**src/rtl/pse_pkg.sv**
```systemverilog
// Shared types and constants for the postfix stack evaluator.
`timescale 1ns / 1ps
package pse_pkg;

  localparam int unsigned STACK_DEPTH_DEF = 16;

  localparam logic [7:0] CH_ZERO  = 8'h30;
  localparam logic [7:0] CH_PLUS  = 8'h2B;
  localparam logic [7:0] CH_MINUS = 8'h2D;
  localparam logic [7:0] CH_MUL   = 8'h2A;
  localparam logic [7:0] CH_DIV   = 8'h2F;
  localparam logic [7:0] CH_DOLLAR = 8'h24;
  localparam logic [7:0] CH_CARET  = 8'h5E;

  localparam logic [2:0] ST_OK          = 3'd0;
  localparam logic [2:0] ST_OVERFLOW    = 3'd1;
  localparam logic [2:0] ST_UNDERFLOW   = 3'd2;
  localparam logic [2:0] ST_DIVZERO     = 3'd3;
  localparam logic [2:0] ST_UNSUPPORTED = 3'd4;

  typedef struct packed {
    logic [7:0] symbol;
    logic       end_of_expression;
  } in_beat_t;

  typedef struct packed {
    logic signed [7:0] answer;
    logic [2:0]        status;
  } out_beat_t;

endpackage

```
**src/rtl/postfix_stack_evaluator.sv**
```systemverilog
// Postfix evaluator: stack held in a RAM with a registered read port, read-modify-write sequencer.
// Operand or rejected beats are handled in S_IDLE; + - * pass S_RD1, S_RD2 and S_EXEC; / adds S_DIV (8-step divider).
// A beat with the end mark then passes S_FINISH and S_FREAD, which waits for the result register to free up.
// One beat is worked on at a time; the input is stalled until the sequencer is idle.
// Reset empties the stack pointer and clears the error; stack RAM contents are not reset.
`timescale 1ns / 1ps
module postfix_stack_evaluator import pse_pkg::*; #(
  parameter int unsigned STACK_DEPTH = STACK_DEPTH_DEF
) (
  input  logic      clk_i,
  input  logic      rst_ni,
  input  logic      in_valid_i,
  output logic      in_stall_o,
  input  in_beat_t  in_beat_i,
  output logic      out_valid_o,
  input  logic      out_stall_i,
  output out_beat_t out_beat_o
);

  localparam int unsigned AW = (STACK_DEPTH > 1) ? $clog2(STACK_DEPTH) : 1;
  localparam int unsigned TW = $clog2(STACK_DEPTH + 1);

  typedef enum logic [6:0] {
    S_IDLE   = 7'b0000001,
    S_RD1    = 7'b0000010,
    S_RD2    = 7'b0000100,
    S_EXEC   = 7'b0001000,
    S_DIV    = 7'b0010000,
    S_FINISH = 7'b0100000,
    S_FREAD  = 7'b1000000
  } state_e;

  logic [7:0] mem [STACK_DEPTH];
  logic [7:0] rdata_q;
  logic [AW-1:0] rd_addr, wr_addr;
  logic [7:0] wr_data;
  logic we;

  state_e state_q, state_d;
  logic [TW-1:0] top_q, top_d;
  logic [2:0] err_q, err_d;
  logic [7:0] sym_q, sym_d;
  logic eoe_q, eoe_d;
  logic [7:0] lhs_q, lhs_d, rhs_q, rhs_d;
  logic [8:0] rem_q, rem_d;
  logic [7:0] dq_q, dq_d, dvs_q, dvs_d;
  logic [2:0] cnt_q, cnt_d;
  logic neg_q, neg_d;
  logic out_valid_q, out_valid_d;
  out_beat_t out_q, out_d;

  logic [TW-1:0] top_m1, top_m2;
  logic [15:0] prod;
  logic [8:0] rem_s, rem_sub;
  logic qbit;
  logic [7:0] q_next;
  logic out_free;
  logic in_acc;

  assign top_m1 = top_q - TW'(1);
  assign top_m2 = top_q - TW'(2);
  assign rd_addr = (state_q == S_RD1) ? top_m2[AW-1:0] : top_m1[AW-1:0];
  assign prod = {8'h00, lhs_q} * {8'h00, rhs_q};
  assign rem_s = {rem_q[7:0], dq_q[7]};
  assign rem_sub = rem_s - {1'b0, dvs_q};
  assign qbit = !rem_sub[8];
  assign q_next = {dq_q[6:0], qbit};
  assign out_free = !out_valid_q || !out_stall_i;
  assign in_acc = in_valid_i && (state_q == S_IDLE);

  assign in_stall_o = (state_q != S_IDLE);
  assign out_valid_o = out_valid_q;
  assign out_beat_o = out_q;

  always_ff @(posedge clk_i) begin
    if (we) begin
      mem[wr_addr] <= wr_data;
    end
    rdata_q <= mem[rd_addr];
  end

  always_comb begin
    state_d = state_q;
    top_d = top_q;
    err_d = err_q;
    sym_d = sym_q;
    eoe_d = eoe_q;
    lhs_d = lhs_q;
    rhs_d = rhs_q;
    rem_d = rem_q;
    dq_d = dq_q;
    dvs_d = dvs_q;
    cnt_d = cnt_q;
    neg_d = neg_q;
    out_d = out_q;
    out_valid_d = out_valid_q && out_stall_i;
    we = 1'b0;
    wr_addr = top_m2[AW-1:0];
    wr_data = 8'h00;

    case (state_q)
      S_IDLE: begin
        if (in_acc) begin
          sym_d = in_beat_i.symbol;
          eoe_d = in_beat_i.end_of_expression;
          state_d = in_beat_i.end_of_expression ? S_FINISH : S_IDLE;
          if (err_q == ST_OK) begin
            if (in_beat_i.symbol == CH_PLUS || in_beat_i.symbol == CH_MINUS ||
                in_beat_i.symbol == CH_MUL || in_beat_i.symbol == CH_DIV) begin
              if (top_q < TW'(2)) begin
                err_d = ST_UNDERFLOW;
              end else begin
                state_d = S_RD1;
              end
            end else if (in_beat_i.symbol == CH_DOLLAR ||
                         in_beat_i.symbol == CH_CARET) begin
              err_d = ST_UNSUPPORTED;
            end else if (top_q == TW'(STACK_DEPTH)) begin
              err_d = ST_OVERFLOW;
            end else begin
              we = 1'b1;
              wr_addr = top_q[AW-1:0];
              wr_data = in_beat_i.symbol - CH_ZERO;
              top_d = top_q + TW'(1);
            end
          end
        end
      end
      S_RD1: begin
        rhs_d = rdata_q;
        state_d = S_RD2;
      end
      S_RD2: begin
        lhs_d = rdata_q;
        state_d = S_EXEC;
      end
      S_EXEC: begin
        state_d = eoe_q ? S_FINISH : S_IDLE;
        if (sym_q == CH_DIV) begin
          if (rhs_q == 8'h00) begin
            err_d = ST_DIVZERO;
            top_d = top_m2;
          end else begin
            rem_d = 9'h000;
            dq_d = lhs_q[7] ? 8'h00 - lhs_q : lhs_q;
            dvs_d = rhs_q[7] ? 8'h00 - rhs_q : rhs_q;
            neg_d = lhs_q[7] ^ rhs_q[7];
            cnt_d = 3'd0;
            state_d = S_DIV;
          end
        end else begin
          we = 1'b1;
          if (sym_q == CH_PLUS) begin
            wr_data = lhs_q + rhs_q;
          end else if (sym_q == CH_MINUS) begin
            wr_data = lhs_q - rhs_q;
          end else begin
            wr_data = prod[7:0];
          end
          top_d = top_m1;
        end
      end
      S_DIV: begin
        rem_d = qbit ? rem_sub : rem_s;
        dq_d = q_next;
        cnt_d = cnt_q + 3'd1;
        if (cnt_q == 3'd7) begin
          we = 1'b1;
          wr_data = neg_q ? 8'h00 - q_next : q_next;
          top_d = top_m1;
          state_d = eoe_q ? S_FINISH : S_IDLE;
        end
      end
      S_FINISH: begin
        state_d = S_FREAD;
      end
      S_FREAD: begin
        if (out_free) begin
          out_valid_d = 1'b1;
          if (err_q != ST_OK) begin
            out_d.answer = 8'sh00;
            out_d.status = err_q;
          end else if (top_q == TW'(0)) begin
            out_d.answer = 8'sh00;
            out_d.status = ST_UNDERFLOW;
          end else begin
            out_d.answer = rdata_q;
            out_d.status = ST_OK;
          end
          top_d = TW'(0);
          err_d = ST_OK;
          state_d = S_IDLE;
        end
      end
      default: begin
        state_d = S_IDLE;
      end
    endcase
  end

  always_ff @(posedge clk_i or negedge rst_ni) begin
    if (!rst_ni) begin
      state_q <= S_IDLE;
      top_q <= '0;
      err_q <= ST_OK;
      out_valid_q <= 1'b0;
    end else begin
      state_q <= state_d;
      top_q <= top_d;
      err_q <= err_d;
      out_valid_q <= out_valid_d;
    end
  end

  always_ff @(posedge clk_i) begin
    sym_q <= sym_d;
    eoe_q <= eoe_d;
    lhs_q <= lhs_d;
    rhs_q <= rhs_d;
    rem_q <= rem_d;
    dq_q <= dq_d;
    dvs_q <= dvs_d;
    cnt_q <= cnt_d;
    neg_q <= neg_d;
    out_q <= out_d;
  end

endmodule
```
**config.mk**
```make
export PLATFORM = sky130hd
export DESIGN_NAME = postfix_stack_evaluator
export DESIGN_NICKNAME = d
export VERILOG_FILES = /design/src/rtl/pse_pkg.sv /design/src/rtl/postfix_stack_evaluator.sv
export SDC_FILE = /design/constraint.sdc
export NUM_CORES = 1
export LEC_CHECK = 0
export ABC_AREA = 1
export BUFFER_PORTS_ARGS = -buffer_cell sky130_fd_sc_hd__buf_2
export CAP_MARGIN = 5
export CORE_ASPECT_RATIO = 1.25
export CORE_MARGIN = 2
export CORE_UTILIZATION = 49
export DETAILED_ROUTE_END_ITERATION = 10
export SLEW_MARGIN = 20
export SYNTH_ARGS = -nofsm -noshare
export SYNTH_HDL_FRONTEND = slang
export SYNTH_SLANG_ARGS = --single-unit
```
**constraint.sdc**
```tcl
create_clock -name clk_i -period 5.81 [get_ports clk_i]
set_input_delay 1.162 -clock clk_i [delete_from_list [all_inputs] [get_ports clk_i]]
set_output_delay 1.162 -clock clk_i [all_outputs]
set_load 0.005 [all_outputs]
```
==> report_table.html, run 1 <==
<table>
<tr><th>Metric</th><th>Value</th></tr>
<tr><th colspan="2">Route</th></tr>
<tr><td>Count of nets left with antenna violations after detail routing</td><td>0</td></tr>
<tr><td>DR DRC count</td><td>0</td></tr>
<tr><td>Routed via count divided by cell count</td><td>5.28</td></tr>
<tr><td>Final routed wirelength across all metal layers</td><td>29.5 mm</td></tr>
<tr><td>Average routed wire per standard cell</td><td>17.5 um</td></tr>
<tr><td>Total iterations of the first detailed-routing run</td><td>5</td></tr>
<tr><td>Via count</td><td>8878</td></tr>
<tr><td>Violation count after the first detailed-route iteration</td><td>635</td></tr>
<tr><th colspan="2">Clock tree</th></tr>
<tr><td>Hold-fix buffers, CTS</td><td>0</td></tr>
<tr><td>Root Driver</td><td>sky130_fd_sc_hd__clkbuf_16</td></tr>
<tr><td>TritonCTS clock tree</td><td>built</td></tr>
<tr><td>Reg clk slew, reported paths</td><td>0.06 ns</td></tr>
<tr><td>Postcts setup bufs</td><td>0</td></tr>
<tr><td>Clock insertion delay at the later pin of the skew report</td><td>0.52 ns</td></tr>
<tr><td>Buffer depth of the longest clock path</td><td>3</td></tr>
<tr><td>Post-CTS Resized</td><td>0</td></tr>
<tr><td>Total clock buffers created by CTS</td><td>23</td></tr>
<tr><td># H-tree levels</td><td>1</td></tr>
<tr><td>Clock sink total</td><td>216</td></tr>
<tr><th colspan="2">Power</th></tr>
<tr><td>Net switching power</td><td>0.00195 W</td></tr>
<tr><td>Leakage power summed over all cells</td><td>5.85 nW</td></tr>
<tr><td>Pwr per Cell Area</td><td>395 nW/um^2</td></tr>
<tr><td>Internal power</td><td>0.00325 W</td></tr>
<tr><td>Combinational Power Share</td><td>33.9%</td></tr>
<tr><td>Register share of total power</td><td>38.0%</td></tr>
<tr><td>Power share of the clock group</td><td>28.1%</td></tr>
<tr><td>Worst IR drop on VDD</td><td>0.245 mV</td></tr>
<tr><td>Switching part of the total power</td><td>37.5%</td></tr>
<tr><th colspan="2">Placed design</th></tr>
<tr><td>Port-buffer cells</td><td>25</td></tr>
<tr><td>Final weighted congestion in routability-driven placement</td><td>0.931</td></tr>
<tr><td>HPWL after detailed placement</td><td>20.7 mm</td></tr>
<tr><td>Pre-CTS worst setup slack</td><td>0.915 ns</td></tr>
<tr><td>Placed instance area</td><td>12400 um^2</td></tr>
<tr><th colspan="2">Synth</th></tr>
<tr><td>Asr flop ratio synth</td><td>7.41%</td></tr>
<tr><td>Post-synthesis cell type count</td><td>50</td></tr>
<tr><td>Top_reg_cell synth</td><td>sky130_fd_sc_hd__edfxtp_1</td></tr>
<tr><td>Post-synth EDFFs</td><td>192</td></tr>
<tr><td>Post-synthesis instance total</td><td>1323</td></tr>
<tr><td>Net count of the mapped netlist</td><td>1402</td></tr>
<tr><td>Post-synthesis cell area</td><td>12100 um^2</td></tr>
<tr><td>Syn Area/Cell</td><td>9.14 um^2</td></tr>
<tr><td>Sequential cell area fraction in the yosys report</td><td>52.3%</td></tr>
<tr><td>Number of warnings reported in the yosys synthesis log</td><td>0</td></tr>
<tr><td>Number of synthesized register bits</td><td>216</td></tr>
<tr><th colspan="2">Outcome</th></tr>
<tr><td>Run status</td><td>complete, no violations</td></tr>
<tr><th colspan="2">Critical path</th></tr>
<tr><td>FF-to-FF setup slack</td><td>0.88 ns</td></tr>
<tr><td>Worst Path Class, Setup</td><td>flip-flop to flip-flop</td></tr>
<tr><td>Data required time at the worst endpoint</td><td>5.87 ns</td></tr>
<tr><td>Reg-to-reg critical path startpoint</td><td>lhs_q[3]$_DFFE_PP_</td></tr>
<tr><td>Most used cell, CP</td><td>sky130_fd_sc_hd__nand2_1</td></tr>
<tr><td>Cell class contributing the biggest share of worst-path delay</td><td>adder cells</td></tr>
<tr><td>Peak per-stage delay on the critical path</td><td>0.59 ns</td></tr>
<tr><td>Endpoint type of the worst setup path</td><td>flip-flop</td></tr>
<tr><td>Worst r2r dst</td><td>mem[1][7]$_DFFE_PP_</td></tr>
<tr><td>Cell count of the worst reg-to-reg path</td><td>24</td></tr>
<tr><td>Cell-by-cell trace of the critical path</td><td>ha_1 &gt; inv_1 &gt; fa_1 &gt; inv_1 &gt; ha_1 &gt; inv_1 &gt; fa_1 &gt; fa_1 &gt; inv_1 &gt; ha_1 &gt; nand3_1 &gt; nand3_1 &gt; nand2_1 &gt; nand2_1 &gt; inv_1 &gt; nand2_1 &gt; nand2_1 &gt; inv_1 &gt; nand2_1 &gt; nand3_1 &gt; nand2_1 &gt; nand2_1 &gt; nand2_1 &gt; nand3_1</td></tr>
<tr><td>Type of origin of the critical path</td><td>flip-flop</td></tr>
<tr><td>Worst endpoint data arrival time</td><td>4.99 ns</td></tr>
<tr><td>Count of buffering cells on the critical path with inverters included</td><td>6</td></tr>
<tr><td>Worst Path Max Fanout</td><td>16</td></tr>
<tr><td>Slowest cell on the critical path</td><td>sky130_fd_sc_hd__edfxtp_1</td></tr>
<tr><th colspan="2">Die</th></tr>
<tr><td>Die Y-Extent</td><td>180 um</td></tr>
<tr><td>Standard-cell row count</td><td>64</td></tr>
<tr><td>Overall die area</td><td>26000 um^2</td></tr>
<tr><td>Io pins</td><td>26</td></tr>
<tr><td>Die Wd</td><td>145 um</td></tr>
<tr><td>Initial standard-cell utilization of the core</td><td>49.7%</td></tr>
<tr><td>Core box area</td><td>24300 um^2</td></tr>
<tr><th colspan="2">Layout</th></tr>
<tr><td>Area Overhead vs Synth</td><td>8.84%</td></tr>
<tr><td>Layout cells sized above 1</td><td>7.55%</td></tr>
<tr><td>Count of nets after finishing</td><td>1413</td></tr>
<tr><td>Post-route cell area</td><td>13200 um^2</td></tr>
<tr><td>Antenna diode count</td><td>0</td></tr>
<tr><td>Fill count</td><td>2291</td></tr>
<tr><th colspan="2">Global route</th></tr>
<tr><td>Number of global-route vias before repair</td><td>8701</td></tr>
<tr><td>Antenna violations before repair</td><td>0</td></tr>
<tr><td>GRT Resource Usage Total</td><td>23.3%</td></tr>
<tr><td>Global-route wire length before repair</td><td>46.9 mm</td></tr>
<tr><td>Grt total ovfl</td><td>0</td></tr>
<tr><td>Pin count of the biggest net entering global routing</td><td>73</td></tr>
<tr><th colspan="2">Timing</th></tr>
<tr><td>Final Hold Fails</td><td>0</td></tr>
<tr><td>Time the final worst path needs with I/O delays and setup</td><td>4.93 ns</td></tr>
<tr><td>Minimum setup slack in the final design</td><td>0.881 ns</td></tr>
<tr><td>Final setup violation count</td><td>0</td></tr>
<tr><td>Number of max-slew violations in the final report</td><td>0</td></tr>
<tr><td>Fmax</td><td>203 MHz</td></tr>
<tr><td>Setup repair after global routing missed its margin</td><td>false</td></tr>
<tr><td>Relative slew slack</td><td>28.3%</td></tr>
<tr><td>Summed negative setup slack over all endpoints</td><td>0 ns</td></tr>
<tr><td>Worst clock skew</td><td>0.0253 ns</td></tr>
<tr><td>Final worst path period share</td><td>84.8%</td></tr>
<tr><td>Pin slew with the least headroom to its limit</td><td>1.07 ns</td></tr>
<tr><th colspan="2">Flow run</th></tr>
<tr><td>Number of maximum-capacitance violations</td><td>0</td></tr>
<tr><th colspan="2">Hold path</th></tr>
<tr><td>Depth of the worst hold-timing path</td><td>0</td></tr>
<tr><td>End point of the worst hold path</td><td>lhs_q[5]$_DFFE_PP_</td></tr>
<tr><td>Worst hold path startpoint</td><td>rdata_q[5]$_DFF_P_</td></tr>
<tr><td>Hold Path Class</td><td>flip-flop to flip-flop</td></tr>
</table>
-- flip-flops by register name, indices dropped and copies added (netlist names), 8 cells and up --
signal	count
mem	128
out_beat_o	11
dq_q	8
dvs_q	8
lhs_q	8
rdata_q	8
rem_q	8
rhs_q	8
sym_q	8
-- Yosys cell counts, types with 2 or more instances --
cell,instances,area [um^2]
sky130_fd_sc_hd__a211oi_1,3,22.5
sky130_fd_sc_hd__a21o_1,3,22.5
sky130_fd_sc_hd__a21oi_1,35,175
sky130_fd_sc_hd__a31oi_1,8,50.1
sky130_fd_sc_hd__buf_2,8,40.0
sky130_fd_sc_hd__buf_4,12,90.1
sky130_fd_sc_hd__buf_6,7,78.8
sky130_fd_sc_hd__clkbuf_1,22,82.6
sky130_fd_sc_hd__dfrtp_1,15,375
sky130_fd_sc_hd__dfxtp_1,8,160
sky130_fd_sc_hd__edfxtp_1,192,5770
sky130_fd_sc_hd__fa_1,15,300
sky130_fd_sc_hd__ha_1,51,638
sky130_fd_sc_hd__inv_1,164,616
sky130_fd_sc_hd__inv_2,9,33.8
sky130_fd_sc_hd__nand2_1,377,1420
sky130_fd_sc_hd__nand2_2,5,31.3
sky130_fd_sc_hd__nand3_1,154,771
sky130_fd_sc_hd__nand4_1,11,68.8
sky130_fd_sc_hd__nand4_4,2,42.5
sky130_fd_sc_hd__nor2_1,85,319
sky130_fd_sc_hd__nor2_4,3,33.8
sky130_fd_sc_hd__nor3_1,12,60.1
sky130_fd_sc_hd__nor3b_1,2,15.0
sky130_fd_sc_hd__nor4_1,2,12.5
sky130_fd_sc_hd__o211ai_1,15,113
sky130_fd_sc_hd__o21ai_0,40,200
sky130_fd_sc_hd__o21ai_1,2,10.0
sky130_fd_sc_hd__o21ai_2,3,26.3
sky130_fd_sc_hd__o21bai_1,2,15.0
sky130_fd_sc_hd__o221ai_1,2,17.5
sky130_fd_sc_hd__o22ai_1,2,12.5
sky130_fd_sc_hd__o31ai_1,2,15.0
sky130_fd_sc_hd__or2_2,5,31.3
sky130_fd_sc_hd__xnor2_1,8,70.1
sky130_fd_sc_hd__xor2_1,23,201
-- how the worst max path moves through the flow --
stage                                 to  cells past startpoint                from
floorplan            mem[0][7]$_DFFE_PP_                     24  lhs_q[1]$_DFFE_PP_
global placement    mem[10][7]$_DFFE_PP_                     24  lhs_q[3]$_DFFE_PP_
detailed placement  mem[10][7]$_DFFE_PP_                     24  lhs_q[3]$_DFFE_PP_
CTS                  mem[1][7]$_DFFE_PP_                     24  lhs_q[3]$_DFFE_PP_
global route         mem[1][7]$_DFFE_PP_                     24  lhs_q[3]$_DFFE_PP_
finish               mem[1][7]$_DFFE_PP_                     24  lhs_q[3]$_DFFE_PP_
-- per-layer routing --
| metal | global-route usage [%] | wire, um | vias up |
|---|---|---|---|
| met5 | 0 | 0 | - |
| met4 | 8.82 | 1140 | 0 |
| met3 | 2.50 | 1240 | 62 |
| met2 | 40.1 | 14900 | 210 |
| met1 | 30.1 | 12100 | 4182 |
| li1 | - | - | 4424 |
-- power groups by stage --
| stage | Sequential, W | Clock [W] | Combinational [W] |
|---|---|---|---|
| after floorplan | 0.00198 | 0 | 0.00127 |
| after global placement | 0.00200 | 0 | 0.00176 |
| after detailed placement | 0.00201 | 0 | 0.00177 |
| after CTS | 0.00198 | 0.00149 | 0.00178 |
| after global routing | 0.00199 | 0.00155 | 0.00199 |
| final | 0.00198 | 0.00146 | 0.00177 |
-- worst reg2reg max path, stage by stage (launching register included) --
cell	delay [ns]
sky130_fd_sc_hd__edfxtp_1	0.59
sky130_fd_sc_hd__ha_1	0.21
sky130_fd_sc_hd__inv_1	0.08
sky130_fd_sc_hd__fa_1	0.53
sky130_fd_sc_hd__inv_1	0.04
sky130_fd_sc_hd__ha_1	0.28
sky130_fd_sc_hd__inv_1	0.06
sky130_fd_sc_hd__fa_1	0.50
sky130_fd_sc_hd__fa_1	0.54
sky130_fd_sc_hd__inv_1	0.04
sky130_fd_sc_hd__ha_1	0.33
sky130_fd_sc_hd__nand3_1	0.12
sky130_fd_sc_hd__nand3_1	0.07
sky130_fd_sc_hd__nand2_1	0.06
sky130_fd_sc_hd__nand2_1	0.06
sky130_fd_sc_hd__inv_1	0.05
sky130_fd_sc_hd__nand2_1	0.04
sky130_fd_sc_hd__nand2_1	0.09
sky130_fd_sc_hd__inv_1	0.05
sky130_fd_sc_hd__nand2_1	0.05
sky130_fd_sc_hd__nand3_1	0.08
sky130_fd_sc_hd__nand2_1	0.09
sky130_fd_sc_hd__nand2_1	0.05
sky130_fd_sc_hd__nand2_1	0.06
sky130_fd_sc_hd__nand3_1	0.42
-- logic make-up after synthesis --
group                      Yosys count  synth area share (%)
xor gates and xnor gates            31                  2.24
buffers and inverters              224                  7.86
AOI/OAI and AO/OA                  120                  5.89
DFF                                216                  52.3
and+or+nand+nor                    665                  23.9
adders and majority gates           66                  7.76
muxes                                1                0.0828
-- through the flow --
step	power (W)	hold slack (ns)	instances	util [%]
floorplan	0.00326	0.426	1323	-
global placement	0.00377	0.437	1639	51.0
detailed placement	0.00378	0.441	1639	51.0
CTS	0.00525	0.460	1681	54.1
global route	0.00553	0.490	1681	54.1
finish	0.00520	0.462	1681	54.1
-- cell usage in the layout (no fill, tap or decap), types with 4 or more instances in the layout --
master	Yosys	final
sky130_fd_sc_hd__nor3_1	12	12
sky130_fd_sc_hd__nor2_1	85	85
sky130_fd_sc_hd__o21ai_0	40	40
sky130_fd_sc_hd__buf_2	8	25
sky130_fd_sc_hd__clkinv_1	1	7
sky130_fd_sc_hd__clkbuf_1	22	4
sky130_fd_sc_hd__clkbuf_16	0	23
sky130_fd_sc_hd__inv_1	164	164
sky130_fd_sc_hd__inv_2	9	9
sky130_fd_sc_hd__a31oi_1	8	8
sky130_fd_sc_hd__buf_4	12	10
sky130_fd_sc_hd__edfxtp_1	192	192
sky130_fd_sc_hd__ha_1	51	51
sky130_fd_sc_hd__or2_2	5	5
sky130_fd_sc_hd__xor2_1	23	23
sky130_fd_sc_hd__nand2_1	377	377
sky130_fd_sc_hd__xnor2_1	8	8
sky130_fd_sc_hd__nand2_2	5	5
sky130_fd_sc_hd__o211ai_1	15	15
sky130_fd_sc_hd__dfrtp_1	15	15
sky130_fd_sc_hd__nand4_1	11	11
sky130_fd_sc_hd__fa_1	15	15
sky130_fd_sc_hd__a21oi_1	35	35
sky130_fd_sc_hd__nand3_1	154	154
sky130_fd_sc_hd__dfxtp_1	8	8
-- final cells by class --
cell class / instances / area (um^2) / area share, %
clock buffer: 27 / 591 / 4.49
clock inverter: 15 / 158 / 1.20
timing repair buffer: 35 / 200 / 1.52
multi-input combinational: 883 / 4820 / 36.6
tap: 330 / 413 / 3.14
inverter: 175 / 659 / 5.01
sequential: 216 / 6330 / 48.1
Note: power is estimated with default switching activity, not from simulation.
==> inputs of run 2 (changes only) <==
--- a/config.mk
+++ b/config.mk
@@ -5,13 +5,14 @@
 export SDC_FILE = /design/constraint.sdc
 export NUM_CORES = 1
 export LEC_CHECK = 0
-export ABC_AREA = 1
+export ABC_AREA = 0
 export BUFFER_PORTS_ARGS = -buffer_cell sky130_fd_sc_hd__buf_2
 export CAP_MARGIN = 5
 export CORE_ASPECT_RATIO = 1.25
 export CORE_MARGIN = 2
 export CORE_UTILIZATION = 49
 export DETAILED_ROUTE_END_ITERATION = 10
+export PLACE_DENSITY = 0.67
 export SLEW_MARGIN = 20
 export SYNTH_ARGS = -nofsm -noshare
 export SYNTH_HDL_FRONTEND = slang
==> constraint.sdc (replaced) <==
create_clock -name clk_i -period 4.2 [get_ports clk_i]
set_input_delay 0.84 -clock clk_i [delete_from_list [all_inputs] [get_ports clk_i]]
set_output_delay 0.84 -clock clk_i [all_outputs]
set_load 0.005 [all_outputs]
==> report_table.html, run 2 <==
<table>
<tr><th>Metric</th><th>Value</th></tr>
<tr><th colspan="2">Outcome</th></tr>
<tr><td>Run status</td><td>complete, but fails checks (was complete, no violations)</td></tr>
<tr><td>Violated checks</td><td>negative setup slack</td></tr>
<tr><th colspan="2">Critical path</th></tr>
<tr><td>Cell-by-cell trace of the critical path</td><td>buf_6 &gt; and2_4 &gt; fa_2 &gt; inv_2 &gt; fa_1 &gt; fa_1 &gt; fa_1 &gt; inv_2 &gt; ha_4 &gt; xnor2_4 &gt; a221o_1 &gt; a31o_2 &gt; nand3_4 &gt; o221ai_4 (was ha_1 &gt; inv_1 &gt; fa_1 &gt; inv_1 &gt; ha_1 &gt; inv_1 &gt; fa_1 &gt; fa_1 &gt; inv_1 &gt; ha_1 &gt; nand3_1 &gt; nand3_1 &gt; nand2_1 &gt; nand2_1 &gt; inv_1 &gt; nand2_1 &gt; nand2_1 &gt; inv_1 &gt; nand2_1 &gt; nand3_1 &gt; nand2_1 &gt; nand2_1 &gt; nand2_1 &gt; nand3_1)</td></tr>
<tr><td>Cell class contributing the biggest share of worst-path delay</td><td>adder cells (unchanged)</td></tr>
<tr><td>Most used cell, CP</td><td>sky130_fd_sc_hd__fa_1 (was sky130_fd_sc_hd__nand2_1)</td></tr>
<tr><td>Endpoint type of the worst setup path</td><td>flip-flop (unchanged)</td></tr>
<tr><td>FF-to-FF setup slack</td><td>-0.008 ns (was 0.88 ns)</td></tr>
<tr><td>Slowest cell on the critical path</td><td>sky130_fd_sc_hd__fa_1 (was sky130_fd_sc_hd__edfxtp_1)</td></tr>
<tr><td>Peak per-stage delay on the critical path</td><td>0.52 ns (was 0.59 ns)</td></tr>
<tr><td>Data required time at the worst endpoint</td><td>4.39 ns (was 5.87 ns)</td></tr>
<tr><td>Worst Path Class, Setup</td><td>flip-flop to flip-flop (unchanged)</td></tr>
<tr><td>Type of origin of the critical path</td><td>flip-flop (unchanged)</td></tr>
<tr><td>Count of buffering cells on the critical path with inverters included</td><td>3 (was 6)</td></tr>
<tr><td>Worst Path Max Fanout</td><td>8 (was 16)</td></tr>
<tr><td>Worst endpoint data arrival time</td><td>4.40 ns (was 4.99 ns)</td></tr>
<tr><th colspan="2">Synth</th></tr>
<tr><td>Net count of the mapped netlist</td><td>1029 (was 1402)</td></tr>
<tr><td>Area leader, netlist</td><td>sky130_fd_sc_hd__edfxtp_1 (unchanged)</td></tr>
<tr><td>Post-synthesis instance total</td><td>950 (was 1323)</td></tr>
<tr><td>Sequential cell area fraction in the yosys report</td><td>54.7% (was 52.3%)</td></tr>
<tr><td>Top_reg_cell synth</td><td>sky130_fd_sc_hd__edfxtp_1 (unchanged)</td></tr>
<tr><td>Post-synthesis cell type count</td><td>73 (was 50)</td></tr>
<tr><td>Post-synth EDFFs</td><td>192 (unchanged)</td></tr>
<tr><td>Syn Area/Cell</td><td>12.2 um^2 (was 9.14 um^2)</td></tr>
<tr><td>Number of synthesized register bits</td><td>216 (unchanged)</td></tr>
<tr><td>Number of warnings reported in the yosys synthesis log</td><td>0 (unchanged)</td></tr>
<tr><td>Area share of the largest cell type after synthesis</td><td>49.8% (was 47.7%)</td></tr>
<tr><td>Post-synthesis cell area</td><td>11600 um^2 (was 12100 um^2)</td></tr>
<tr><td>Asr flop ratio synth</td><td>7.41% (unchanged)</td></tr>
<tr><td>Commonest cells in the netlist</td><td>sky130_fd_sc_hd__edfxtp_1, sky130_fd_sc_hd__nand2_1, sky130_fd_sc_hd__inv_1 (was sky130_fd_sc_hd__nand2_1, sky130_fd_sc_hd__edfxtp_1, sky130_fd_sc_hd__inv_1)</td></tr>
<tr><td>Count leader, synth</td><td>sky130_fd_sc_hd__edfxtp_1 (was sky130_fd_sc_hd__nand2_1)</td></tr>
<tr><td>Cells taking the most area after synthesis</td><td>sky130_fd_sc_hd__edfxtp_1, sky130_fd_sc_hd__ha_1, sky130_fd_sc_hd__dfrtp_1 (was sky130_fd_sc_hd__edfxtp_1, sky130_fd_sc_hd__nand2_1, sky130_fd_sc_hd__nand3_1)</td></tr>
<tr><th colspan="2">Layout</th></tr>
<tr><td>Count of nets after finishing</td><td>1117 (was 1413)</td></tr>
<tr><td>Final standard cell utilization of the core</td><td>58.0% (was 54.1%)</td></tr>
<tr><td>Layout cells sized above 1</td><td>20.2% (was 7.55%)</td></tr>
<tr><td>Layout Cells excl Fill</td><td>1342 (was 1681)</td></tr>
<tr><td>Largest register FFs</td><td>128 (unchanged)</td></tr>
<tr><td>Area Overhead vs Synth</td><td>15.9% (was 8.84%)</td></tr>
<tr><td>Fill count</td><td>1867 (was 2291)</td></tr>
<tr><td>Largest reg by FF count</td><td>mem (unchanged)</td></tr>
<tr><td>Most used cells in the layout excluding fill and tap cells</td><td>sky130_fd_sc_hd__edfxtp_1, sky130_fd_sc_hd__nand2_1, sky130_fd_sc_hd__buf_4, sky130_fd_sc_hd__nor2_1, sky130_fd_sc_hd__inv_1 (was sky130_fd_sc_hd__nand2_1, sky130_fd_sc_hd__edfxtp_1, sky130_fd_sc_hd__inv_1, sky130_fd_sc_hd__nand3_1, sky130_fd_sc_hd__nor2_1)</td></tr>
<tr><td>Most common library cell in the layout ignoring fill and taps</td><td>sky130_fd_sc_hd__edfxtp_1 (was sky130_fd_sc_hd__nand2_1)</td></tr>
<tr><td>Antenna diode count</td><td>0 (unchanged)</td></tr>
<tr><th colspan="2">Global route</th></tr>
<tr><td>Pin count of the biggest net entering global routing</td><td>22 (was 73)</td></tr>
<tr><td>Antenna violations before repair</td><td>0 (unchanged)</td></tr>
<tr><td>Global-route wire length before repair</td><td>43.6 mm (was 46.9 mm)</td></tr>
<tr><td>Grt total ovfl</td><td>0 (unchanged)</td></tr>
<tr><td>GRT Resource Usage Total</td><td>22.6% (was 23.3%)</td></tr>
<tr><td>Number of global-route vias before repair</td><td>7960 (was 8701)</td></tr>
<tr><th colspan="2">Die</th></tr>
<tr><td>Core box area</td><td>23100 um^2 (was 24300 um^2)</td></tr>
<tr><td>Die Y-Extent</td><td>176 um (was 180 um)</td></tr>
<tr><td>Initial standard-cell utilization of the core</td><td>50.1% (was 49.7%)</td></tr>
<tr><td>Die Wd</td><td>141 um (was 145 um)</td></tr>
<tr><td>Standard-cell row count</td><td>62 (was 64)</td></tr>
<tr><td>Io pins</td><td>26 (unchanged)</td></tr>
<tr><td>Overall die area</td><td>24900 um^2 (was 26000 um^2)</td></tr>
<tr><th colspan="2">Flow run</th></tr>
<tr><td>Number of maximum-capacitance violations</td><td>0 (unchanged)</td></tr>
<tr><th colspan="2">Clock tree</th></tr>
<tr><td>TritonCTS clock tree</td><td>built (unchanged)</td></tr>
<tr><td>Clock sink total</td><td>216 (unchanged)</td></tr>
<tr><td>Reg clk slew, reported paths</td><td>0.06 ns (about the same)</td></tr>
<tr><td>Clock insertion delay at the later pin of the skew report</td><td>0.51 ns (was 0.52 ns)</td></tr>
<tr><td>Buffer depth of the longest clock path</td><td>3 (unchanged)</td></tr>
<tr><td># H-tree levels</td><td>1 (unchanged)</td></tr>
<tr><td>Total clock buffers created by CTS</td><td>23 (unchanged)</td></tr>
<tr><td>Root Driver</td><td>sky130_fd_sc_hd__clkbuf_16 (unchanged)</td></tr>
<tr><th colspan="2">Timing</th></tr>
<tr><td>Minimum setup slack in the final design</td><td>-0.00776 ns (was 0.881 ns)</td></tr>
<tr><td>Fmax</td><td>238 MHz (was 203 MHz)</td></tr>
<tr><td>Worst clock skew</td><td>0.0170 ns (was 0.0253 ns)</td></tr>
<tr><td>Time the final worst path needs with I/O delays and setup</td><td>4.21 ns (was 4.93 ns)</td></tr>
<tr><td>Pin slew with the least headroom to its limit</td><td>0.944 ns (was 1.07 ns)</td></tr>
<tr><td>Relative slew slack</td><td>36.6% (was 28.3%)</td></tr>
<tr><td>Setup repair after global routing missed its margin</td><td>true (was false)</td></tr>
<tr><td>Final worst path period share</td><td>100% (was 84.8%)</td></tr>
<tr><td>Number of max-slew violations in the final report</td><td>0 (unchanged)</td></tr>
<tr><td>Final Hold Fails</td><td>0 (unchanged)</td></tr>
<tr><td>Final setup violation count</td><td>8 (was 0)</td></tr>
<tr><th colspan="2">Route</th></tr>
<tr><td>Count of nets left with antenna violations after detail routing</td><td>0 (unchanged)</td></tr>
<tr><td>Via count</td><td>7811 (was 8878)</td></tr>
<tr><td>Total iterations of the first detailed-routing run</td><td>5 (unchanged)</td></tr>
<tr><td>Average routed wire per standard cell</td><td>20.5 um (was 17.5 um)</td></tr>
<tr><td>Routed via count divided by cell count</td><td>5.82 (was 5.28)</td></tr>
<tr><td>DR DRC count</td><td>0 (unchanged)</td></tr>
<tr><td>Final routed wirelength across all metal layers</td><td>27.6 mm (was 29.5 mm)</td></tr>
<tr><td>Violation count after the first detailed-route iteration</td><td>588 (was 635)</td></tr>
<tr><th colspan="2">Placed design</th></tr>
<tr><td>HPWL after detailed placement</td><td>19.7 mm (was 20.7 mm)</td></tr>
<tr><td>Port-buffer cells</td><td>25 (unchanged)</td></tr>
<tr><td>Dpl cells</td><td>1290 (was 1639)</td></tr>
<tr><td>Pre-CTS worst setup slack</td><td>-0.224 ns (was 0.915 ns)</td></tr>
<tr><td>Final weighted congestion in routability-driven placement</td><td>0.895 (was 0.931)</td></tr>
<tr><th colspan="2">Power</th></tr>
<tr><td>Worst IR drop on VDD</td><td>0.442 mV (was 0.245 mV)</td></tr>
<tr><td>Final Total Pwr</td><td>0.00691 W (was 0.00520 W)</td></tr>
<tr><td>Leakage power summed over all cells</td><td>5.15 nW (was 5.85 nW)</td></tr>
<tr><td>Pwr per Cell Area</td><td>515 nW/um^2 (was 395 nW/um^2)</td></tr>
<tr><th colspan="2">Hold path</th></tr>
<tr><td>Hold Path Class</td><td>input port to async pin (was flip-flop to flip-flop)</td></tr>
</table>
-- run 2: cell count changes after synthesis, sizes merged, moves of 18 or more --
cell	change
nor2	-33
a221oi	+18
nand3	-138
inv	-112
xnor2	+24
nor3	+20
mux2	+43
mux2i	+35
o22ai	+18
nand2	-303
and2	+18
-- run 2: final cells by class --
cell class / instances / area [um^2] / share of cell area (%)
well taps: 288 / 360 / 2.69
clock buffers: 31 / 616 / 4.59
flip-flops and latches: 216 / 6330 / 47.2
clock inverters: 10 / 139 / 1.04
inverters: 65 / 251 / 1.88
repair buffers: 100 / 727 / 5.42
multi-input cells: 632 / 4990 / 37.2
-- run 2: worst reg2reg max path, delay by kind of cell (launching register included) --
family | cells | cell delay (ns)
adder cells (fa/ha/maj) | 5 | 2.11
AO/OA/AOI/OAI | 3 | 0.75
flip-flops | 1 | 0.41
buffers and inverters | 3 | 0.26
AND/OR/NAND/NOR | 2 | 0.24
XOR/XNOR | 1 | 0.13
-- run 2: path summary, 6_finish.rpt --
check / start / to / depth (start not counted)
setup reg to reg: lhs_q[3]$_DFFE_PP_ / mem[14][6]$_DFFE_PP_ / 14
min in group clk_i: rdata_q[5]$_DFF_P_ / rhs_q[5]$_DFFE_PP_ / 0
hold / removal: rst_ni / state_q[2]$_DFFE_PN0P_ / 1
hold reg to reg: rdata_q[5]$_DFF_P_ / rhs_q[5]$_DFFE_PP_ / 0
max in group asynchronous: rst_ni / state_q[0]$_DFFE_PN1P_ / 1
setup / recovery: lhs_q[3]$_DFFE_PP_ / mem[14][6]$_DFFE_PP_ / 14
-- run 2: kinds of logic (layout without fill, tap and decap cells) --
family                     after synthesis  in the layout  share of synthesized area, %
muxes                                   79             79                          7.62
AOI/OAI and AO/OA                      178            179                          10.4
adders and majority gates               66             66                          8.11
DFF                                    216            216                          54.7
buffers and inverters                  103            206                          3.97
xor gates and xnor gates                53             53                          4.17
and+or+nand+nor                        255            255                          11.1
-- run 2: where the power goes --
part | internal, W | switching (W) | total (W)
combinational | 0.000892 | 0.00123 | 0.00212
clock | 0.00122 | 0.000815 | 0.00203
sequential | 0.00259 | 0.000162 | 0.00275
total | 0.00470 | 0.00221 | 0.00691
-- run 2: repair_timing --
| action | CTS | global route |
|---|---|---|
| endpoints found under the setup margin | 32 | 32 |
| cloned | 2 | 0 |
| buffers inserted | 5 | 4 |
| resized for setup | 22 | 17 |
| pin swaps | 13 | 17 |
| hold buffers | 0 | 0 |
-- run 2: routing by layer --
| layer | up-vias | share of wire (%) | track usage, % |
|---|---|---|---|
| li1 | 3699 | - | - |
| met1 | 3851 | 41 | 27.8 |
| met2 | 208 | 53 | 41.5 |
| met3 | 53 | 3.3 | 1.80 |
| met4 | 0 | 3.3 | 7.96 |
| met5 | - | 0 | 0 |
-- run 2: through the flow --
step | hold WS (ns) | cell area (um^2) | TNS [ns]
after floorplan | 0.417 | 11600 | 0
after global placement | 0.435 | 12400 | -3.80
after detailed placement | 0.452 | 12400 | -5.47
after global routing | 0.279 | 13400 | -3.40
after CTS | 0.253 | 13300 | 0
final | 0.251 | 13400 | -0.0412
==> inputs of run 3 (changes only) <==
--- a/config.mk
+++ b/config.mk
@@ -6,11 +6,13 @@
 export NUM_CORES = 1
 export LEC_CHECK = 0
 export ABC_AREA = 0
+export ABC_CLOCK_PERIOD_IN_PS = 4200
 export BUFFER_PORTS_ARGS = -buffer_cell sky130_fd_sc_hd__buf_2
 export CAP_MARGIN = 5
 export CORE_ASPECT_RATIO = 1.25
 export CORE_MARGIN = 2
 export CORE_UTILIZATION = 49
+export CTS_BUF_LIST = sky130_fd_sc_hd__clkbuf_8
 export DETAILED_ROUTE_END_ITERATION = 10
 export PLACE_DENSITY = 0.67
 export SLEW_MARGIN = 20
==> constraint.sdc (replaced) <==
create_clock -name clk_i -period 4.2 [get_ports clk_i]
set_input_delay 0.42 -clock clk_i [delete_from_list [all_inputs] [get_ports clk_i]]
set_output_delay 0.42 -clock clk_i [all_outputs]
set_load 0.005 [all_outputs]
==> report_table.html, run 3 (same netlist as run 2, synthesis figures left out) <==
<table>
<tr><th>Metric</th><th>Value</th></tr>
<tr><th colspan="2">Placed design</th></tr>
<tr><td>HPWL after detailed placement</td><td>19.7 mm (about the same)</td></tr>
<tr><td>Dpl cells</td><td>1289 (was 1290)</td></tr>
<tr><td>Final weighted congestion in routability-driven placement</td><td>0.893 (was 0.895)</td></tr>
<tr><td>Port-buffer cells</td><td>25 (unchanged)</td></tr>
<tr><td>Placed instance area</td><td>12400 um^2 (about the same)</td></tr>
<tr><th colspan="2">Timing</th></tr>
<tr><td>Number of max-slew violations in the final report</td><td>0 (unchanged)</td></tr>
<tr><td>Time the final worst path needs with I/O delays and setup</td><td>4.17 ns (was 4.21 ns)</td></tr>
<tr><td>Fmax</td><td>240 MHz (was 238 MHz)</td></tr>
<tr><td>Setup repair after global routing missed its margin</td><td>true (unchanged)</td></tr>
<tr><td>Final Hold Fails</td><td>0 (unchanged)</td></tr>
<tr><td>Minimum hold slack</td><td>0.120 ns (was 0.251 ns)</td></tr>
<tr><td>Final setup violation count</td><td>0 (was 8)</td></tr>
<tr><td>Worst clock skew</td><td>0.0232 ns (was 0.0170 ns)</td></tr>
<tr><td>Relative slew slack</td><td>36.0% (was 36.6%)</td></tr>
<tr><td>Final worst path period share</td><td>99.2% (was 100%)</td></tr>
<tr><td>Pin slew with the least headroom to its limit</td><td>0.953 ns (was 0.944 ns)</td></tr>
<tr><td>Summed negative setup slack over all endpoints</td><td>0 ns (was -0.0412 ns)</td></tr>
<tr><th colspan="2">Critical path</th></tr>
<tr><td>Slowest cell on the critical path</td><td>sky130_fd_sc_hd__fa_2 (was sky130_fd_sc_hd__fa_1)</td></tr>
<tr><td>Type of origin of the critical path</td><td>flip-flop (unchanged)</td></tr>
<tr><td>Count of buffering cells on the critical path with inverters included</td><td>3 (unchanged)</td></tr>
<tr><td>Worst r2r dst</td><td>mem[7][6]$_DFFE_PP_ (was mem[14][6]$_DFFE_PP_)</td></tr>
<tr><td>Peak per-stage delay on the critical path</td><td>0.55 ns (was 0.52 ns)</td></tr>
<tr><td>Worst endpoint data arrival time</td><td>4.39 ns (was 4.40 ns)</td></tr>
<tr><td>Cell-by-cell trace of the critical path</td><td>buf_6 &gt; and2_4 &gt; fa_2 &gt; inv_2 &gt; fa_1 &gt; fa_1 &gt; fa_2 &gt; inv_2 &gt; ha_4 &gt; xnor2_4 &gt; a221o_1 &gt; a31o_2 &gt; nand3_4 &gt; o221ai_4 (was buf_6 &gt; and2_4 &gt; fa_2 &gt; inv_2 &gt; fa_1 &gt; fa_1 &gt; fa_1 &gt; inv_2 &gt; ha_4 &gt; xnor2_4 &gt; a221o_1 &gt; a31o_2 &gt; nand3_4 &gt; o221ai_4)</td></tr>
<tr><td>Stages on worst setup path</td><td>14 (unchanged)</td></tr>
<tr><td>Worst Path Class, Setup</td><td>flip-flop to flip-flop (unchanged)</td></tr>
<tr><td>FF-to-FF setup slack</td><td>0.03 ns (was -0.008 ns)</td></tr>
<tr><td>Data required time at the worst endpoint</td><td>4.42 ns (was 4.39 ns)</td></tr>
<tr><td>Cell count of the worst reg-to-reg path</td><td>14 (unchanged)</td></tr>
<tr><td>Reg-to-reg critical path startpoint</td><td>rhs_q[3]$_DFFE_PP_ (was lhs_q[3]$_DFFE_PP_)</td></tr>
<tr><td>Endpoint type of the worst setup path</td><td>flip-flop (unchanged)</td></tr>
<tr><td>Cell class contributing the biggest share of worst-path delay</td><td>adder cells (unchanged)</td></tr>
<tr><td>Worst Path Max Fanout</td><td>8 (unchanged)</td></tr>
<tr><th colspan="2">Layout</th></tr>
<tr><td>Post-route cell area</td><td>13400 um^2 (about the same)</td></tr>
<tr><td>Most common library cell in the layout ignoring fill and taps</td><td>sky130_fd_sc_hd__edfxtp_1 (unchanged)</td></tr>
<tr><td>Layout cells sized above 1</td><td>20.9% (was 20.2%)</td></tr>
<tr><td>Layout Cells excl Fill</td><td>1362 (was 1342)</td></tr>
<tr><td>Largest register FFs</td><td>128 (unchanged)</td></tr>
<tr><td>Largest reg by FF count</td><td>mem (unchanged)</td></tr>
<tr><td>Count of nets after finishing</td><td>1127 (was 1117)</td></tr>
<tr><td>Most used cells in the layout excluding fill and tap cells</td><td>sky130_fd_sc_hd__edfxtp_1, sky130_fd_sc_hd__nand2_1, sky130_fd_sc_hd__inv_1, sky130_fd_sc_hd__buf_4, sky130_fd_sc_hd__nor2_1 (was sky130_fd_sc_hd__edfxtp_1, sky130_fd_sc_hd__nand2_1, sky130_fd_sc_hd__buf_4, sky130_fd_sc_hd__nor2_1, sky130_fd_sc_hd__inv_1)</td></tr>
<tr><td>Antenna diode count</td><td>0 (unchanged)</td></tr>
<tr><td>Area Overhead vs Synth</td><td>15.6% (was 15.9%)</td></tr>
<tr><th colspan="2">Global route</th></tr>
<tr><td>Number of global-route vias before repair</td><td>8217 (was 7960)</td></tr>
<tr><td>Grt total ovfl</td><td>0 (unchanged)</td></tr>
<tr><td>Global-route wire length before repair</td><td>44.5 mm (was 43.6 mm)</td></tr>
<tr><td>Antenna violations before repair</td><td>0 (unchanged)</td></tr>
<tr><td>GRT Resource Usage Total</td><td>23.2% (was 22.6%)</td></tr>
<tr><td>Pin count of the biggest net entering global routing</td><td>22 (unchanged)</td></tr>
<tr><th colspan="2">Clock tree</th></tr>
<tr><td>Clock insertion delay at the later pin of the skew report</td><td>0.53 ns (was 0.51 ns)</td></tr>
<tr><td>Root Driver</td><td>sky130_fd_sc_hd__clkbuf_8 (was sky130_fd_sc_hd__clkbuf_16)</td></tr>
<tr><td># H-tree levels</td><td>2 (was 1)</td></tr>
<tr><td>Reg clk slew, reported paths</td><td>0.06 ns (about the same)</td></tr>
<tr><td>TritonCTS clock tree</td><td>built (unchanged)</td></tr>
<tr><td>Clock sink total</td><td>216 (unchanged)</td></tr>
<tr><td>Total clock buffers created by CTS</td><td>35 (was 23)</td></tr>
<tr><td>Buffer depth of the longest clock path</td><td>3 (unchanged)</td></tr>
<tr><th colspan="2">Die</th></tr>
<tr><td>Standard-cell row count</td><td>62 (unchanged)</td></tr>
<tr><td>Core box area</td><td>23100 um^2 (unchanged)</td></tr>
<tr><td>Initial standard-cell utilization of the core</td><td>50.1% (unchanged)</td></tr>
<tr><td>Die Wd</td><td>141 um (unchanged)</td></tr>
<tr><td>Die Y-Extent</td><td>176 um (unchanged)</td></tr>
<tr><td>Overall die area</td><td>24900 um^2 (unchanged)</td></tr>
<tr><td>Io pins</td><td>26 (unchanged)</td></tr>
<tr><th colspan="2">Power</th></tr>
<tr><td>Final Total Pwr</td><td>0.00676 W (was 0.00691 W)</td></tr>
<tr><td>Leakage power summed over all cells</td><td>5.21 nW (was 5.15 nW)</td></tr>
<tr><td>Pwr per Cell Area</td><td>506 nW/um^2 (was 515 nW/um^2)</td></tr>
<tr><td>Worst IR drop on VDD</td><td>0.410 mV (was 0.442 mV)</td></tr>
<tr><th colspan="2">Outcome</th></tr>
<tr><td>Run status</td><td>complete, no violations (was complete, but fails checks)</td></tr>
<tr><th colspan="2">Flow run</th></tr>
<tr><td>Number of maximum-capacitance violations</td><td>0 (unchanged)</td></tr>
<tr><th colspan="2">Hold path</th></tr>
<tr><td>End point of the worst hold path</td><td>eoe_q$_DFFE_PP_</td></tr>
<tr><td>Worst hold path startpoint</td><td>in_beat_i[0]</td></tr>
<tr><td>Hold Path Class</td><td>input port to flip-flop (was input port to async pin)</td></tr>
<tr><td>Depth of the worst hold-timing path</td><td>1</td></tr>
<tr><th colspan="2">Route</th></tr>
<tr><td>Final routed wirelength across all metal layers</td><td>28.1 mm (was 27.6 mm)</td></tr>
<tr><td>Violation count after the first detailed-route iteration</td><td>513 (was 588)</td></tr>
<tr><td>DR DRC count</td><td>0 (unchanged)</td></tr>
<tr><td>Via count</td><td>7896 (was 7811)</td></tr>
<tr><td>Routed via count divided by cell count</td><td>5.80 (was 5.82)</td></tr>
<tr><td>Count of nets left with antenna violations after detail routing</td><td>0 (unchanged)</td></tr>
<tr><td>Average routed wire per standard cell</td><td>20.6 um (was 20.5 um)</td></tr>
<tr><td>Total iterations of the first detailed-routing run</td><td>5 (unchanged)</td></tr>
</table>
run 3: cell count changes in the layout (fill, tap and decap cells not counted), sizes merged:
cell,delta
buf,-3
inv,+14
clkbuf,+5
dlygate4sd3,+1
clkinv,+1
clkinvlp,+1
bufinv,+1
run 3: worst max-delay path by stage:
stage          slack, ns               start             endpoint
4_1_cts           0.0007  rhs_q[3]$_DFFE_PP_  mem[0][7]$_DFFE_PP_
5_1_grt            -0.07  lhs_q[3]$_DFFE_PP_  mem[6][7]$_DFFE_PP_
2_1_floorplan      0.002  lhs_q[3]$_DFFE_PP_  mem[0][6]$_DFFE_PP_
6_report            0.03  rhs_q[3]$_DFFE_PP_  mem[7][6]$_DFFE_PP_
3_3_place_gp       -0.16  rhs_q[3]$_DFFE_PP_  mem[6][6]$_DFFE_PP_
3_5_place_dp       -0.24  rhs_q[3]$_DFFE_PP_  mem[7][6]$_DFFE_PP_
run 3: repair_timing:
item | CTS | global route
gates resized for setup | 20 | 24
pin swaps | 10 | 14
cloned | 2 | 0
setup buffers | 3 | 4
setup endpoints to repair | 32 | 40
endpoints found under the hold margin | 15 | 0
hold buffers | 1 | 0
run 3: where the power goes:
group / internal (W) / switching (W)
clock network: 0.00105 / 0.000831
logic: 0.000892 / 0.00124
registers: 0.00259 / 0.000165
total: 0.00453 / 0.00223
run 3: area by class of cell:
class	count	area (um^2)
clock buffer	36	495
clock inverter	27	221
fill	1877	9740
inverter	65	251
multi-input combinational	632	5010
sequential	216	6330
tap	288	360
timing repair buffer	98	714
run 3: per-layer routing:
| layer | up-vias | share of wire, % | global-route usage [%] |
|---|---|---|---|
| li1 | 3727 | - | - |
| met1 | 3850 | 39 | 27.1 |
| met2 | 244 | 53 | 42.4 |
| met3 | 75 | 4.6 | 3.54 |
| met4 | 0 | 3.7 | 9.50 |
| met5 | - | 0 | 0 |
run 3: metrics by stage:
step | util [%] | setup WS [ns]
after floorplan | - | 0.00155
after global routing | 57.9 | -0.0691
final | 57.9 | 0.0329
after detailed placement | 53.5 | -0.240
after global placement | 53.5 | -0.159
after CTS | 57.3 | 0.000681
